[src/sv/bdq_pkg.sv]
package bdq_pkg;

  // fixed field widths
  localparam int REQ_W   = 3;
  localparam int WORD_W  = 32;
  localparam int STAT_W  = 2;
  localparam int CNT_W   = 4;

  // default number of slots
  localparam int DEPTH_DEF = 8;

  // request codes
  localparam logic [REQ_W-1:0] REQ_PUSH_FRONT = 3'd0;
  localparam logic [REQ_W-1:0] REQ_PUSH_REAR  = 3'd1;
  localparam logic [REQ_W-1:0] REQ_POP_FRONT  = 3'd2;
  localparam logic [REQ_W-1:0] REQ_POP_REAR   = 3'd3;
  localparam logic [REQ_W-1:0] REQ_SEARCH     = 3'd4;
  localparam logic [REQ_W-1:0] REQ_COUNT      = 3'd5;
  localparam logic [REQ_W-1:0] REQ_READ_ALL   = 3'd6;

  // result status codes
  localparam logic [STAT_W-1:0] ST_OK    = 2'd0;
  localparam logic [STAT_W-1:0] ST_FULL  = 2'd1;
  localparam logic [STAT_W-1:0] ST_EMPTY = 2'd2;

  // commands from controller to datapath
  typedef struct packed {
    logic              take;
    logic              push_front;
    logic              push_rear;
    logic              pop_front;
    logic              pop_rear;
    logic              scan_read;
    logic              scan_step;
    logic              emit_single;
    logic              emit_entry;
    logic [STAT_W-1:0] emit_status;
  } bdq_cmd_t;

  // status from datapath to controller
  typedef struct packed {
    logic [REQ_W-1:0] req_type;
    logic             empty;
    logic             head_zero;
    logic             rear_full;
    logic             scan_last;
    logic             out_free;
  } bdq_sts_t;

endpackage

[src/sv/bdq_ctrl.sv]
module bdq_ctrl import bdq_pkg::*; (
  input  logic     clk,
  input  logic     rst,
  input  logic     req_valid,
  output logic     req_ready,
  input  bdq_sts_t sts,
  output bdq_cmd_t cmd
);

  localparam logic [2:0] S_IDLE = 3'd0;
  localparam logic [2:0] S_EXEC = 3'd1;
  localparam logic [2:0] S_ADDR = 3'd2;
  localparam logic [2:0] S_DATA = 3'd3;
  localparam logic [2:0] S_DONE = 3'd4;

  logic [2:0] state;
  logic [2:0] state_next;

  // next state and command decode
  always_comb begin
    cmd        = '0;
    state_next = state;
    req_ready  = 1'b0;
    unique case (state)
      S_IDLE: begin
        req_ready = 1'b1;
        if (req_valid) begin
          cmd.take   = 1'b1;
          state_next = S_EXEC;
        end
      end
      S_EXEC: begin
        if (sts.out_free) begin
          unique case (sts.req_type)
            REQ_PUSH_FRONT: begin
              cmd.emit_single = 1'b1;
              state_next      = S_IDLE;
              if (sts.empty || !sts.head_zero) cmd.push_front = 1'b1;
              else cmd.emit_status = ST_FULL;
            end
            REQ_PUSH_REAR: begin
              cmd.emit_single = 1'b1;
              state_next      = S_IDLE;
              if (sts.rear_full) cmd.emit_status = ST_FULL;
              else cmd.push_rear = 1'b1;
            end
            REQ_POP_FRONT: begin
              cmd.emit_single = 1'b1;
              state_next      = S_IDLE;
              if (sts.empty) cmd.emit_status = ST_EMPTY;
              else cmd.pop_front = 1'b1;
            end
            REQ_POP_REAR: begin
              cmd.emit_single = 1'b1;
              state_next      = S_IDLE;
              if (sts.empty) cmd.emit_status = ST_EMPTY;
              else cmd.pop_rear = 1'b1;
            end
            REQ_SEARCH, REQ_READ_ALL: begin
              if (sts.empty) begin
                cmd.emit_single = 1'b1;
                cmd.emit_status = ST_EMPTY;
                state_next      = S_IDLE;
              end else begin
                state_next = S_ADDR;
              end
            end
            default: begin
              // count and the unused code report the occupancy only
              cmd.emit_single = 1'b1;
              state_next      = S_IDLE;
            end
          endcase
        end
      end
      S_ADDR: begin
        cmd.scan_read = 1'b1;
        state_next    = S_DATA;
      end
      S_DATA: begin
        if (sts.req_type == REQ_SEARCH) begin
          cmd.scan_step = 1'b1;
          state_next    = sts.scan_last ? S_DONE : S_ADDR;
        end else if (sts.out_free) begin
          cmd.scan_step  = 1'b1;
          cmd.emit_entry = 1'b1;
          state_next     = sts.scan_last ? S_IDLE : S_ADDR;
        end
      end
      S_DONE: begin
        if (sts.out_free) begin
          cmd.emit_single = 1'b1;
          state_next      = S_IDLE;
        end
      end
      default: state_next = S_IDLE;
    endcase
  end

  // state register
  always_ff @(posedge clk) begin
    if (rst) state <= S_IDLE;
    else state <= state_next;
  end

endmodule

[config.mk]
export PLATFORM = sky130hd
export DESIGN_NAME = bdq_ctrl
export DESIGN_NICKNAME = d
export VERILOG_FILES = /design/src/sv/bdq_pkg.sv /design/src/sv/bdq_ctrl.sv
export SDC_FILE = /design/constraint.sdc
export NUM_CORES = 1
export LEC_CHECK = 0
export BUFFER_PORTS_ARGS = -buffer_cell sky130_fd_sc_hd__buf_2
export CORE_AREA = 3 3 40 42
export DETAILED_ROUTE_END_ITERATION = 16
export DIE_AREA = 0 0 43 45
export PLACE_DENSITY = 0.52
export SYNTH_ARGS = -nofsm -noshare
export SYNTH_HDL_FRONTEND = slang
export SYNTH_SLANG_ARGS = --single-unit
[constraint.sdc]
create_clock -name clk -period 1.25 [get_ports clk]
set_input_delay 0.1875 -clock clk [delete_from_list [all_inputs] [get_ports clk]]
set_output_delay 0.1875 -clock clk [all_outputs]
set_load 0.005 [all_outputs]
==> flow_summary.ini <==
[global_routing]
grt_pass1_wl_um = 1610
grt_max_degree = 11
antenna_found_initial = 0
overflow = 0
grt_pass1_vias = 379
track_usage = 0.111

[route]
routed_wl_um = 1020
drtPass1Iterations = 2
via_per_inst = 4.65
wl_per_cell_um = 10.9
vias = 432
drc = 0
initialDrtViolationCount = 7
detail-route-antenna-nets = 0

[timing]
tns_ns = -0.899
period_share = 1.12
setup_viol = 10
hold_viol = 0
setup_slack_ns = -0.153
drv_slew = 0
rsz0062_at_grt = true
relSlewSlack = 0.836
fin_crit_ns = 1.40
fin_skew_ns = 0.000344
fmax_mhz = 713
worst_pin_slew_ns = 0.242

[worst_setup_path]
r2r-end = state[1]
crit_slowest_cell = and4bb_2
crit_path_end_kind = primary output
worstRegToRegCells = 4
cpPeakStageDelay_ns = 0.32
worst-path-buf-inv = 1
crit_family = simple AND/OR/NAND/NOR gates
startpoint_type = flop
crit_required_ns = 1.06
rr_startpoint = state[0]
reg2reg_slack_ns = 0.22
crit_path_cell_trace = and4bb_2, nand2_2, nor3_2, buf_2
crit_arrival_ns = 1.22
crit_fanout = 3
crit_type = flop to primary output

[finish]
nets = 90
fin_area_um2 = 574
drive_above_1_share = 0.590
top_register = state
mostFrequentLayoutCells = buf_2, nor2_1, buf_4, a21oi_1, nor3_2
final.fill_count = 150
reg_top3 = state: 3 flops
final_common_cell = buf_2
multi_input_area_um2 = 293
utilization = 0.447
n_antenna_cell = 0
syn_to_final_growth_pct = 76.5
largest_register_ffs = 3
regArea_um2 = 62.6

[logic_synthesis]
syn_avg_cell_area_um2 = 7.07
syn-num-nets = 57
yosysWarnings = 0
syn_area_um2 = 325
seq_area_frac_synth = 0.185
synth.distinct_cells = 24
synthCells = 46
ys_ff_latch = 3

[clocking]
cts.clk_slew.worst_paths_ns = 0.04
numCtsBuffers = 3
cts_tree = done
clkSinkCount = 3
hold_buffers = 0
ctsLongestPathBuffers = 2
cts_root_buf = clkbuf_4
clkLatencyLatePin_ns = 0.23
htreeDepth = 1

[power]
p_leak_nw = 0.282
ir_worst_vdd_mv = 0.542
power.total_w = 0.000382
powerDensity_mw_per_mm2 = 665

[place]
dp_hpwl_um = 789
place_area_um2 = 504
gp_congestion = 0.740
port_buffers = 22

[floorplanning]
fp.dieW_um = 43
fp.dieH_um = 45
die_area_mm2 = 0.00194
io_pins = 23
initial_core_util = 0.253
core_mm2 = 0.00128
std_cell_rows = 13

[outcome]
status = complete, but fails checks
violations = negative setup slack

[run]
maxCapViolations = 0

[min_path]
hold_path.class = input pin to flop
hold_end = state[2]
hold_depth = 2
min_from = rst
-- cell families (layout without fill, tap and decap cells) --
| group | count (synthesis) | after routing | share of synthesized area |
|---|---|---|---|
| and+or+nand+nor | 31 | 31 | 0.581 |
| DFF | 3 | 3 | 0.185 |
| buffers and inverters | 3 | 35 | 0.0423 |
| AOI/OAI and AO/OA | 8 | 8 | 0.162 |
| muxes | 1 | 1 | 0.0308 |
-- where the power goes --
| group | leakage [nW] | total (W) | internal [W] | switching (W) |
|---|---|---|---|---|
| clock | 0.0150 | 0.000169 | 0.000120 | 0.0000496 |
| sequential | 0.0252 | 0.000103 | 0.000101 | 0.00000262 |
| combinational | 0.242 | 0.000110 | 0.0000568 | 0.0000528 |
-- how the worst max path moves through the flow --
stage | startpoint | cells after the start | to
after floorplan | state[2] | 3 | cmd[9]
after CTS | state[2] | 4 | cmd[9]
final | state[2] | 4 | cmd[9]
after global routing | state[2] | 4 | cmd[6]
after global placement | sts[5] | 5 | cmd[3]
after detailed placement | sts[5] | 5 | cmd[3]
-- cell type report --
cell class | instances | area share
flip-flops and latches | 3 | 0.109
repair buffers | 30 | 0.296
multi-input cells | 40 | 0.510
clock buffers | 4 | 0.0458
well taps | 15 | 0.0327
inverters | 1 | 0.00654
-- synth_stat cells --
library cell / instances / area, µm²
nor2_1: 9 / 33.8
a21oi_1: 4 / 20.0
nor3_1: 4 / 20.0
dfxtp_1: 3 / 60.1
nor2b_1: 3 / 18.8
nor3b_1: 3 / 22.5
buf_2: 2 / 10.0
nand2_1: 2 / 7.51
a21boi_0: 1 / 7.51
a21o_2: 1 / 8.76
and2_1: 1 / 6.26
and3_1: 1 / 6.26
and4b_1: 1 / 10.0
and4bb_2: 1 / 12.5
inv_1: 1 / 3.75
mux2i_1: 1 / 10.0
nand2b_1: 1 / 6.26
nand3_1: 1 / 5.00
nor3_2: 1 / 10.0
nor3b_2: 1 / 12.5
nor4b_1: 1 / 8.76
o31a_1: 1 / 8.76
o31ai_1: 1 / 7.51
or3b_1: 1 / 8.76
-- routing by layer --
metal,part of all wire,track usage
met3,0.021,0.0239
met5,0,0
met1,0.44,0.147
met4,0,0.0542
met2,0.54,0.174
-- what timing repair did --
| item | CTS | global route |
|---|---|---|
| cloned | 0 | 0 |
| pin swaps | 3 | 2 |
| endpoints found under the setup margin | 12 | 12 |
| setup buffers | 0 | 0 |
| hold endpoints to repair | 0 | 0 |
| resized for setup | 6 | 4 |
-- worst reg2reg max path, cell delays in order, from the launching register on --
cell     delay [ns]
dfxtp_2        0.32
buf_4          0.14
nand2_1        0.10
nor3_2         0.06
o31a_1         0.30
-- through the flow --
stage | std cells | hold WS (ns) | worst slack [ns]
floorplan | 46 | 0.260 | 0.153
global placement | 89 | 0.373 | 0.0627
detailed placement | 89 | 0.374 | 0.0548
CTS | 93 | 0.120 | -0.187
global route | 93 | 0.117 | -0.230
finish | 93 | 0.123 | -0.153
Note: power is estimated with default switching activity, not from simulation.
