$ cat config.mk
export PLATFORM = sky130hd
export DESIGN_NAME = bdq_dp
export DESIGN_NICKNAME = d
export VERILOG_FILES = /design/src/sv/bdq_pkg.sv /design/src/sv/bdq_dp.sv
export SDC_FILE = /design/constraint.sdc
export NUM_CORES = 1
export LEC_CHECK = 0
export BUFFER_PORTS_ARGS = -buffer_cell sky130_fd_sc_hd__buf_4
export CAP_MARGIN = 5
export CORE_MARGIN = 2
export CORE_UTILIZATION = 50
export CTS_CLUSTER_SIZE = 40
export DETAILED_ROUTE_END_ITERATION = 10
export PLACE_DENSITY = 0.79
export SYNTH_ARGS = -nofsm -noshare
export SYNTH_HDL_FRONTEND = slang
export SYNTH_SLANG_ARGS = --single-unit
$ cat constraint.sdc
create_clock -name clk -period 12.75 [get_ports clk]
set_clock_uncertainty 0.05 [all_clocks]
set_input_delay 2.55 -clock clk [delete_from_list [all_inputs] [get_ports clk]]
set_output_delay 2.55 -clock clk [all_outputs]
set_load 0.02 [all_outputs]
$ cat src/sv/bdq_pkg.sv
package bdq_pkg;

  // fixed field widths
  localparam int REQ_W   = 3;
  localparam int WORD_W  = 32;
  localparam int STAT_W  = 2;
  localparam int CNT_W   = 4;

  // default number of slots
  localparam int DEPTH_DEF = 8;

  // request codes
  localparam logic [REQ_W-1:0] REQ_PUSH_FRONT = 3'd0;
  localparam logic [REQ_W-1:0] REQ_PUSH_REAR  = 3'd1;
  localparam logic [REQ_W-1:0] REQ_POP_FRONT  = 3'd2;
  localparam logic [REQ_W-1:0] REQ_POP_REAR   = 3'd3;
  localparam logic [REQ_W-1:0] REQ_SEARCH     = 3'd4;
  localparam logic [REQ_W-1:0] REQ_COUNT      = 3'd5;
  localparam logic [REQ_W-1:0] REQ_READ_ALL   = 3'd6;

  // result status codes
  localparam logic [STAT_W-1:0] ST_OK    = 2'd0;
  localparam logic [STAT_W-1:0] ST_FULL  = 2'd1;
  localparam logic [STAT_W-1:0] ST_EMPTY = 2'd2;

  // commands from controller to datapath
  typedef struct packed {
    logic              take;
    logic              push_front;
    logic              push_rear;
    logic              pop_front;
    logic              pop_rear;
    logic              scan_read;
    logic              scan_step;
    logic              emit_single;
    logic              emit_entry;
    logic [STAT_W-1:0] emit_status;
  } bdq_cmd_t;

  // status from datapath to controller
  typedef struct packed {
    logic [REQ_W-1:0] req_type;
    logic             empty;
    logic             head_zero;
    logic             rear_full;
    logic             scan_last;
    logic             out_free;
  } bdq_sts_t;

endpackage

$ cat src/sv/bdq_dp.sv
module bdq_dp import bdq_pkg::*; #(
  parameter int DEPTH = DEPTH_DEF
) (
  input  logic                     clk,
  input  logic                     rst,
  input  logic [REQ_W-1:0]         req_type,
  input  logic signed [WORD_W-1:0] req_value,
  output logic                     rsp_valid,
  input  logic                     rsp_ready,
  output logic [STAT_W-1:0]        rsp_status,
  output logic signed [WORD_W-1:0] rsp_data,
  output logic [CNT_W-1:0]         rsp_hits,
  output logic [CNT_W-1:0]         rsp_occupancy,
  output logic                     rsp_last,
  input  bdq_cmd_t                 cmd,
  output bdq_sts_t                 sts
);

  localparam int IW = $clog2(DEPTH);
  localparam int CW = $clog2(DEPTH + 1);

  logic [WORD_W-1:0] mem [DEPTH];
  logic [WORD_W-1:0] rd_data;

  logic [REQ_W-1:0]  req_reg;
  logic [WORD_W-1:0] val_reg;
  logic [IW-1:0]     head;
  logic [IW-1:0]     head_next;
  logic [CW-1:0]     fill;
  logic [CW-1:0]     fill_next;
  logic [IW-1:0]     idx;
  logic [CW-1:0]     hits;

  logic [CW:0]       rear_sum;
  logic              empty;
  logic              wr_en;
  logic [IW-1:0]     wr_addr;
  logic [IW-1:0]     rd_addr;
  logic              scan_last;
  logic              match;

  // position just past the tail and scan address
  assign rear_sum  = (CW+1)'(head) + (CW+1)'(fill);
  assign empty     = (fill == '0);
  assign rd_addr   = head + idx;
  assign scan_last = ((CW'(idx) + CW'(1)) == fill);
  assign match     = (rd_data == val_reg);

  // status to the controller
  assign sts.req_type  = req_reg;
  assign sts.empty     = empty;
  assign sts.head_zero = (head == '0);
  assign sts.rear_full = (rear_sum >= (CW+1)'(DEPTH));
  assign sts.scan_last = scan_last;
  assign sts.out_free  = !rsp_valid || rsp_ready;

  // head and fill update for inserts and deletes
  always_comb begin
    head_next = head;
    fill_next = fill;
    wr_en     = 1'b0;
    wr_addr   = rear_sum[IW-1:0];
    if (cmd.push_front) begin
      wr_en = 1'b1;
      if (empty) begin
        head_next = '0;
        fill_next = CW'(1);
        wr_addr   = '0;
      end else begin
        head_next = head - IW'(1);
        fill_next = fill + CW'(1);
        wr_addr   = head - IW'(1);
      end
    end else if (cmd.push_rear) begin
      wr_en     = 1'b1;
      fill_next = fill + CW'(1);
    end else if (cmd.pop_front || cmd.pop_rear) begin
      fill_next = fill - CW'(1);
      if (fill == CW'(1)) head_next = '0;
      else if (cmd.pop_front) head_next = head + IW'(1);
    end
  end

  // control registers
  always_ff @(posedge clk) begin
    if (rst) begin
      head <= '0;
      fill <= '0;
      idx  <= '0;
      hits <= '0;
    end else begin
      head <= head_next;
      fill <= fill_next;
      if (cmd.take) begin
        idx  <= '0;
        hits <= '0;
      end else if (cmd.scan_step) begin
        idx <= idx + IW'(1);
        if (req_reg == REQ_SEARCH && match) hits <= hits + CW'(1);
      end
    end
  end

  // request holding register
  always_ff @(posedge clk) begin
    if (cmd.take) begin
      req_reg <= req_type;
      val_reg <= req_value;
    end
  end

  // slot storage, one write and one registered read port
  always_ff @(posedge clk) begin
    if (wr_en) mem[wr_addr] <= val_reg;
  end

  always_ff @(posedge clk) begin
    if (cmd.scan_read) rd_data <= mem[rd_addr];
  end

  // output register
  always_ff @(posedge clk) begin
    if (rst) rsp_valid <= 1'b0;
    else if (cmd.emit_single || cmd.emit_entry) rsp_valid <= 1'b1;
    else if (rsp_ready) rsp_valid <= 1'b0;
  end

  always_ff @(posedge clk) begin
    if (cmd.emit_single) begin
      rsp_status    <= cmd.emit_status;
      rsp_data      <= '0;
      rsp_hits      <= CNT_W'(hits);
      rsp_occupancy <= CNT_W'(fill_next);
      rsp_last      <= 1'b1;
    end else if (cmd.emit_entry) begin
      rsp_status    <= ST_OK;
      rsp_data      <= rd_data;
      rsp_hits      <= '0;
      rsp_occupancy <= CNT_W'(fill);
      rsp_last      <= scan_last;
    end
  end

endmodule

==> metrics.txt, run 1 <==
fmax 0.1800 GHz; crit path DAT 2.96 ns; first-pass GRT wire length roughly 44000 µm; largest net degree at the start of global routing 65; setup bufs post-CTS 0; GRT Total Usage 18.79%; Mapped Nets between 800 and 900; top post-synthesis cells by count edfxtp_1 (333), mux4_1 (60), nor2_1 (57), dfxtp_1 (48), mux2i_1 (37); vias in the first global route 7427; die height 176.8 µm; ant diodes 0; Gate Count Post-Synth 769; warnings from Yosys 0; Seq pwr share between 50 and 60%; hold-fix buffers at CTS 0; initial antenna violation count 0; Clock Tree Root clkbuf_16; Comb pwr share 13.5%; Reg with most FFs mem; VDD IR-drop max 117.0 µV; Top Ports between 100 and 150; worst skew pair latency 0.51 ns; final period utilization 43.58%; dpl hpwl 15890 µm; share of cells above drive strength 1 22.78%; Post-synth EDFFs approximately 330; std cell rows 63; register area share after synthesis 73.45%; NumNets Final 947; Via Count roughly 7400; cell with the most instances after synthesis edfxtp_1; CP top delay family buffers and inverters; RSZ-0062 raised after global routing no; asr flop ratio synth 0%; Max-slew headroom 20.92%; most used flip-flop cell after synthesis edfxtp_1; core footprint ~29000 µm²; Slew @ Worst Pin ~1.2 ns; pwr/cell area 180.6 nW/µm²; CTS tree yes; CP most frequent cell buf_4; Bufs and invs on worst path 2; Hold Path Class flip-flop to flip-flop; Finished Cell Area about 17000 µm²; max_cap viols 0; P_int ~2400 µW; clock network power share 35.2%; critical path class input port to output port; H-tree levels 2; DRC errors left 0; Final GP Congestion roughly 0.86; Num CTS Buffers 39; Port Buffer Count 100; slowest stage delay, CP 0.16 ns; Worst-path clk slew 0.06 ns; Syn-to-layout area delta 16.20%; critical path endpoint category output port; Startpoint Class input port; CTS max path bufs 3; Net Sw Frac 24.14%; number of flip-flops under the largest register name between 200 and 300; synthesized cell area 14920 µm²; Crit Path Max Fanout 2; final WL 29020 µm; status finished clean; via/cell ratio 5.647; P_sw 755.8 µW; Yosys reg bits 381; top cell type's share of synthesized area between 60% and 70%; synth top area cells edfxtp_1 (67%), mux4_1 (11%), dfxtp_1 (6.4%); slowest CP cell buf_4; crit-path cells buf_4, nand2b_1, buf_4; Final min period 5.557 ns; Final ANT Viol Nets 0; setup_tns 0 ns; initial core utilization 50.62%; total overflow reported by the global router 0; max-slew violation count 0; Worst Path Required 10.15 ns; Avg WL per Cell 22.27 µm; placed cell area ~16000 µm²; Iteration-0 DRC Markers 562; Clock Sink Count 381; post-CTS sizing 0; largest area contributor in the netlist edfxtp_1; Pleak slightly above 0.006 µW; Avg Cell Area, Syn 19.41 µm²; final setup violation count 0; Die Wd approximately 180 µm; final hold violations 0; Yosys cell types 42; Detailed Routing Iterations Pass 1 5; die area 31240 µm²
[kinds of logic (layout without fill, tap and decap cells)]
| kind of cell | after synthesis | in the layout | synth area share [%] |
|---|---|---|---|
| compound gates | 34 | 34 | 1.350 |
| xor+xnor | 46 | 46 | 2.800 |
| fa+ha+maj | 15 | 15 | 1.358 |
| buf+inv | 47 | 191 | 1.543 |
| flops | 381 | 381 | 73.45 |
| mux | 133 | 133 | 16.06 |
| simple gates | 113 | 113 | 3.438 |
[tightest hold or removal path, stage by stage (launching register included)]
cell,delay [ns]
dfxtp_1,0.33
mux2i_1,0.07
nand2_1,0.06
[power by group through the flow]
stage	clock, µW	sequential [µW]	combinational (µW)
finish	1100	1610	423
global route	1170	1620	455
CTS	1120	1610	429
detailed placement	0	1630	425
global placement	0	1620	416
floorplan	0	1620	272
[final timing paths]
kind                            slack (ns)         end       from  depth (start not counted)
worst min-delay path                  0.44    rsp_last   rsp_last                          2
worst min register to register        0.44    rsp_last   rsp_last                          2
worst max register to register        9.03  mem[6][17]    fill[0]                          7
worst max-delay path                  7.19      sts[0]  rsp_ready                          3
[through the flow]
step / hold WS, ns / worst slack, ns / instances / power [µW] / util (%)
after global routing: 0.4618 / 7.171 / 1303 / 3242 / 58.82
after global placement: 0.4115 / 7.194 / 1232 / 2037 / 54.61
after CTS: 0.4423 / 7.189 / 1303 / 3158 / 58.82
after floorplan: 0.4036 / 6.760 / 769 / 1891 / -
after detailed placement: 0.4266 / 7.189 / 1232 / 2054 / 54.61
final: 0.4359 / 7.193 / 1303 / 3131 / 58.82
[per-layer routing]
layer	global-route usage [%]	vias up	routed length [µm]
li1	-	3292	-
met1	25.85	3722	12280
met2	30.66	286	14150
met3	3.415	58	1873
met4	6.129	0	711
met5	0	-	0
[placed cells by master (no fill, tap or decap), types with 4 or more instances in the layout]
| cell | netlist | layout |
|---|---|---|
| nor2_4 | 0 | 5 |
| nand4_1 | 8 | 8 |
| xnor2_1 | 36 | 36 |
| xor2_1 | 8 | 8 |
| o21ai_0 | 11 | 11 |
| nand3_1 | 6 | 6 |
| a21oi_1 | 10 | 10 |
| mux4_2 | 4 | 4 |
| ha_1 | 13 | 12 |
| inv_1 | 13 | 13 |
| dfxtp_1 | 48 | 48 |
| edfxtp_1 | 333 | 333 |
| clkinv_2 | 0 | 6 |
| nor2_1 | 57 | 52 |
| mux2i_1 | 37 | 37 |
| nor3_1 | 4 | 4 |
| clkbuf_16 | 0 | 40 |
| and2_1 | 6 | 6 |
| mux2_2 | 32 | 32 |
| buf_4 | 2 | 107 |
| mux4_1 | 60 | 60 |
| clkbuf_1 | 24 | 13 |
| clkinv_1 | 0 | 5 |
| nand2_1 | 16 | 16 |
[layout make-up]
class                           instances  area, µm²
Fill cell                            2137      12140
Sequential cell                       381      10960
Multi-Input combinational cell        341       3799
Clock buffer                           55       1077
Timing Repair Buffer                  107      803.3
Tap cell                              390      488.0
Clock inverter                         16      163.9
Inverter                               13      48.80
No activity file was read; power rests on OpenSTA's default activity.
==> inputs of run 2 (changes only) <==
--- a/config.mk
+++ b/config.mk
@@ -11,7 +11,7 @@
 export CORE_UTILIZATION = 50
 export CTS_CLUSTER_SIZE = 40
 export DETAILED_ROUTE_END_ITERATION = 10
-export PLACE_DENSITY = 0.79
+export PLACE_DENSITY = 0.82
 export SYNTH_ARGS = -nofsm -noshare
 export SYNTH_HDL_FRONTEND = slang
 export SYNTH_SLANG_ARGS = --single-unit
==> constraint.sdc (replaced) <==
create_clock -name clk -period 4.6 [get_ports clk]
set_clock_uncertainty 0.05 [all_clocks]
set_input_delay 0.92 -clock clk [delete_from_list [all_inputs] [get_ports clk]]
set_output_delay 0.92 -clock clk [all_outputs]
set_load 0.02 [all_outputs]
==> metrics.txt, run 2 (synthesis results as in run 1) <==
status finished clean; die area 31240 µm²; Syn-to-layout area delta 16.17%; Design Power 8575 µW; Via Count 7370; post-CTS sizing 0; CTS tree yes; Final ANT Viol Nets 0; final setup violation count 0; Final min period around 3.6 ns; hold-fix buffers at CTS 0; share of cells above drive strength 1 about a quarter; largest net degree at the start of global routing 65; Die Wd 176.8 µm; worst skew pair latency 0.53 ns; Clock Tree Root clkbuf_16; CTS max path bufs 3; number of flip-flops under the largest register name 256; setup_tns 0 ns; initial antenna violation count 0; Worst-path clk slew 0.06 ns; Final GP Congestion 0.8268; die height roughly 180 µm; final hold violations 0; critical path endpoint category flip-flop; total overflow reported by the global router 0; max_cap viols 0; reg2reg path depth 8; most common cell after layout, fill and taps aside edfxtp_1; setup bufs post-CTS 0; Detailed Routing Iterations Pass 1 5; Port Buffer Count 100; Avg WL per Cell 22.42 µm; worst hold path endpoint hits[3]; initial core utilization 50.62%; pwr/cell area 494.6 nW/µm²; crit path DAT 3.83 ns; final period utilization 78.54%; Pleak 0.006092 µW; Crit Reg-Reg Endpoint rd_data[24]; RSZ-0062 raised after global routing no; fmax about 0.28 GHz; Hold Path Class flip-flop to flip-flop; Worst Path Required 4.82 ns; Slew @ Worst Pin 1.178 ns; Top Ports 101; final WL 29320 µm; vias in the first global route between 7000 and 8000; commonest cells after routing, fill and taps aside edfxtp_1 (333), buf_4 (113), mux4_1 (60), nor2_1 (52), dfxtp_1 (48); GRT Total Usage 19.14%; H-tree levels 2; Iteration-0 DRC Markers 580; NumNets Final 952; FF-to-FF Start head[0]; Startpoint Class flip-flop; critical path class flip-flop to flip-flop; std cell rows between 60 and 70; Max-slew headroom about a fifth; Finished Cell Area 17340 µm²; Crit Path Max Fanout 36; max-slew violation count 0; Hold Path Cell Cnt 2; flop2flop setup slack 0.99 ns; HP Start hits[3]; Fillers 2113; VDD IR-drop max 420.4 µV; DRC errors left 0; via/cell ratio 5.635; core footprint 29480 µm²; Clock Sink Count 381; multi-input logic area 3799 µm²; ant diodes 0; FF/Latch Area 10960 µm²; Num CTS Buffers 38; dpl hpwl 16590 µm; first-pass GRT wire length 44320 µm; placed cell area ~16000 µm²; Reg with most FFs mem
[run 2: how the worst max path moves through the flow]
| stage | from | endpoint |
|---|---|---|
| final | head[0] | rd_data[24] |
| after global routing | head[0] | rd_data[24] |
| after CTS | head[0] | rd_data[18] |
| after detailed placement | head[0] | rd_data[22] |
| after global placement | head[0] | rd_data[31] |
| after floorplan | cmd[9] | mem[0][0] |
[run 2: final cells by class]
class / instances / share of cell area [%]
Clock buffer: 53 / 6.279
Clock inverter: 17 / 0.5990
Inverter: 13 / 0.2815
Multi-Input combinational cell: 341 / 21.91
Sequential cell: 381 / 63.22
Tap cell: 390 / 2.815
Timing Repair Buffer: 113 / 4.893
[run 2: power by group]
group	total [µW]	switching [µW]	internal, µW
sequential	4450	209	4240
combinational	1200	648	549
clock	2930	1260	1670
total	8570	2120	6450
[run 2: per-layer routing]
metal | track usage (%) | vias up | wire (µm)
met1 | 25.25 | 3691 | 11860
met3 | 3.716 | 70 | 2173
met4 | 7.163 | 0 | 893
met5 | 0 | - | 0
met2 | 31.80 | 315 | 14400
li1 | - | 3294 | -
[run 2: worst max-delay path, cell delays in order, from the launching register on]
cell	delay (ns)
dfxtp_1	0.49
ha_4	0.18
inv_1	0.04
fa_1	0.40
xor2_2	0.19
xnor2_4	0.78
buf_4	0.55
mux4_1	0.39
mux2_2	0.28
[run 2: stage by stage]
| stage | instances | utilization (%) | setup slack [ns] | hold slack, ns |
|---|---|---|---|---|
| 2_1_floorplan | 769 | - | 0.2399 | 0.4036 |
| 3_3_place_gp | 1238 | 54.76 | 1.043 | 0.4123 |
| 3_5_place_dp | 1238 | 54.76 | 0.9382 | 0.4234 |
| 4_1_cts | 1308 | 58.81 | 0.8964 | 0.4316 |
| 5_1_grt | 1308 | 58.81 | 0.7867 | 0.4550 |
| 6_report | 1308 | 58.81 | 0.9872 | 0.4304 |
==> inputs of run 3 (changes only) <==
==> constraint.sdc (replaced) <==
create_clock -name clk -period 3 [get_ports clk]
set_clock_uncertainty 0.05 [all_clocks]
set_input_delay 0.6 -clock clk [delete_from_list [all_inputs] [get_ports clk]]
set_output_delay 0.6 -clock clk [all_outputs]
set_load 0.02 [all_outputs]
==> metrics.txt, run 3 (synthesis results as in run 1) <==
status finished clean; final period utilization 94.04%; P_sw 3315 µW; vias in the first global route 7683; DRC errors left 0; instance count on the critical path 7; Port Buffer Count 100; worst skew pair latency 0.53 ns; Startpoint Class flip-flop; Bufs and invs on worst path 2; flop2flop setup slack 0.18 ns; Pleak 0.006227 µW; slowest stage delay, CP between 0.5 and 0.6 ns; FF/Latch Area 10960 µm²; CP endpoint mem[3][21]; share of cells above drive strength 1 24.92%; crit path DAT 2.98 ns; placed cell count 1248; CP top delay family adder cells; hold-fix buffers at CTS 0; Worst Path Required between 3 and 4 ns; largest net degree at the start of global routing 44; VDD IR-drop max 462.6 µV; fmax 0.3544 GHz; core footprint 29480 µm²; NumNets Final just under 1000; Worst-path clk slew 0.06 ns; post-CTS sizing 0; commonest cells after routing, fill and taps aside edfxtp_1 (333), buf_4 (108), mux4_1 (60), nor2_1 (52), dfxtp_1 (48); reg2reg path depth 7; Top Ports 101; Syn-to-layout area delta 18.70%; Die Wd 176.8 µm; final WL 30500 µm; RSZ-0062 raised after global routing no; Net Sw Frac 24.28%; Slew @ Worst Pin ~0.74 ns; pwr/cell area around 770 nW/µm²; setup bufs post-CTS 0; Hold Path Class input port to flip-flop; WHS 0.1918 ns; slowest CP cell o22ai_1; Clock Tree Root clkbuf_16; Crit Reg-Reg Endpoint mem[3][21]; clock network power share 35.6%; final hold violations 0; Clock Sink Count 381; Crit. Startpoint head[0]; CTS max path bufs 3; initial core utilization between 50% and 60%; Via Count roughly 7500; Final GP Congestion 0.8344; Avg WL per Cell 23.16 µm; number of flip-flops under the largest register name 256; Final min period 2.821 ns; CTS tree yes; P_int between 10000 and 15000 µW; multi-input logic area 3805 µm²; die area 31240 µm²; GRT Total Usage 20.11%; dpl hpwl 17900 µm; Reg with most FFs mem; crit-path cells ha_1, inv_1, fa_1, o22ai_1, nand2_1, nor2_4, buf_12; max_cap viols 0; Num CTS Buffers 38; Non-Filler Instances 1317; initial antenna violation count 0; Iteration-0 DRC Markers 755; die height 176.8 µm; first-pass GRT wire length 46420 µm; Final ANT Viol Nets 0; Crit Path Max Fanout 32; critical path class flip-flop to flip-flop; Max-slew headroom 50.56%; max-slew violation count 0; most common cell after layout, fill and taps aside edfxtp_1; H-tree levels 2; ant diodes 0; std cell rows 63; Fillers 2016; total overflow reported by the global router 0; final setup violation count 0; Detailed Routing Iterations Pass 1 5; via/cell ratio 5.686; critical path endpoint category flip-flop; Comb pwr share 14.5%; Seq pwr share 49.9%; FF-to-FF Start head[0]
-- run 3: cell count changes in the layout (fill, tap and decap cells not counted), moves of 4 or more --
cell	before	now
clkinv_2	11	6
buf_12	0	15
bufinv_16	0	4
buf_4	113	108
clkbuf_1	8	3
-- run 3: how the worst min path moves through the flow --
stage / startpoint / endpoint / slack (ns) / depth (start not counted)
after floorplan: hits[3] / hits[3] / 0.40 / 2
after global placement: hits[3] / hits[3] / 0.41 / 2
after detailed placement: rsp_last / rsp_last / 0.42 / 2
after CTS: req_value[8] / val_reg[8] / 0.17 / 1
after global routing: req_type[0] / req_reg[0] / 0.18 / 1
final: req_value[6] / val_reg[6] / 0.19 / 1
-- run 3: layout make-up --
type | count | share of cell area [%]
Multi-Input combinational cell | 341 | 21.48
Clock buffer | 47 | 6.089
Tap cell | 390 | 2.755
Inverter | 13 | 0.2755
Sequential cell | 381 | 61.88
Clock inverter | 22 | 1.250
Timing Repair Buffer | 123 | 6.273
-- run 3: power groups by stage --
stage | logic, µW | clock network [µW] | registers [µW]
detailed placement | 1970 | 0 | 6930
global placement | 1920 | 0 | 6880
finish | 1980 | 4860 | 6820
CTS | 2000 | 4950 | 6820
floorplan | 1160 | 0 | 6870
global route | 2110 | 5160 | 6870
-- run 3: routing by layer --
metal	share of wire, %	vias to the layer above	GRT usage [%]
met5	0	-	0
met4	3.1	0	7.610
met3	6.8	59	3.651
met2	49	348	33.15
met1	41	3762	26.93
li1	-	3320	-
-- run 3: stage by stage --
stage / setup TNS [ns] / cell area, µm² / setup WS [ns] / power, µW / util [%]
after detailed placement: 0 / 16410 / 0.2200 / 8895 / 55.67
after global routing: 0 / 17710 / 0.07346 / 14150 / 60.08
after CTS: 0 / 17710 / 0.1864 / 13770 / 60.08
after floorplan: -31.59 / 14940 / -0.4065 / 8037 / -
after global placement: 0 / 16410 / 0.3044 / 8804 / 55.67
final: 0 / 17710 / 0.1787 / 13660 / 60.08
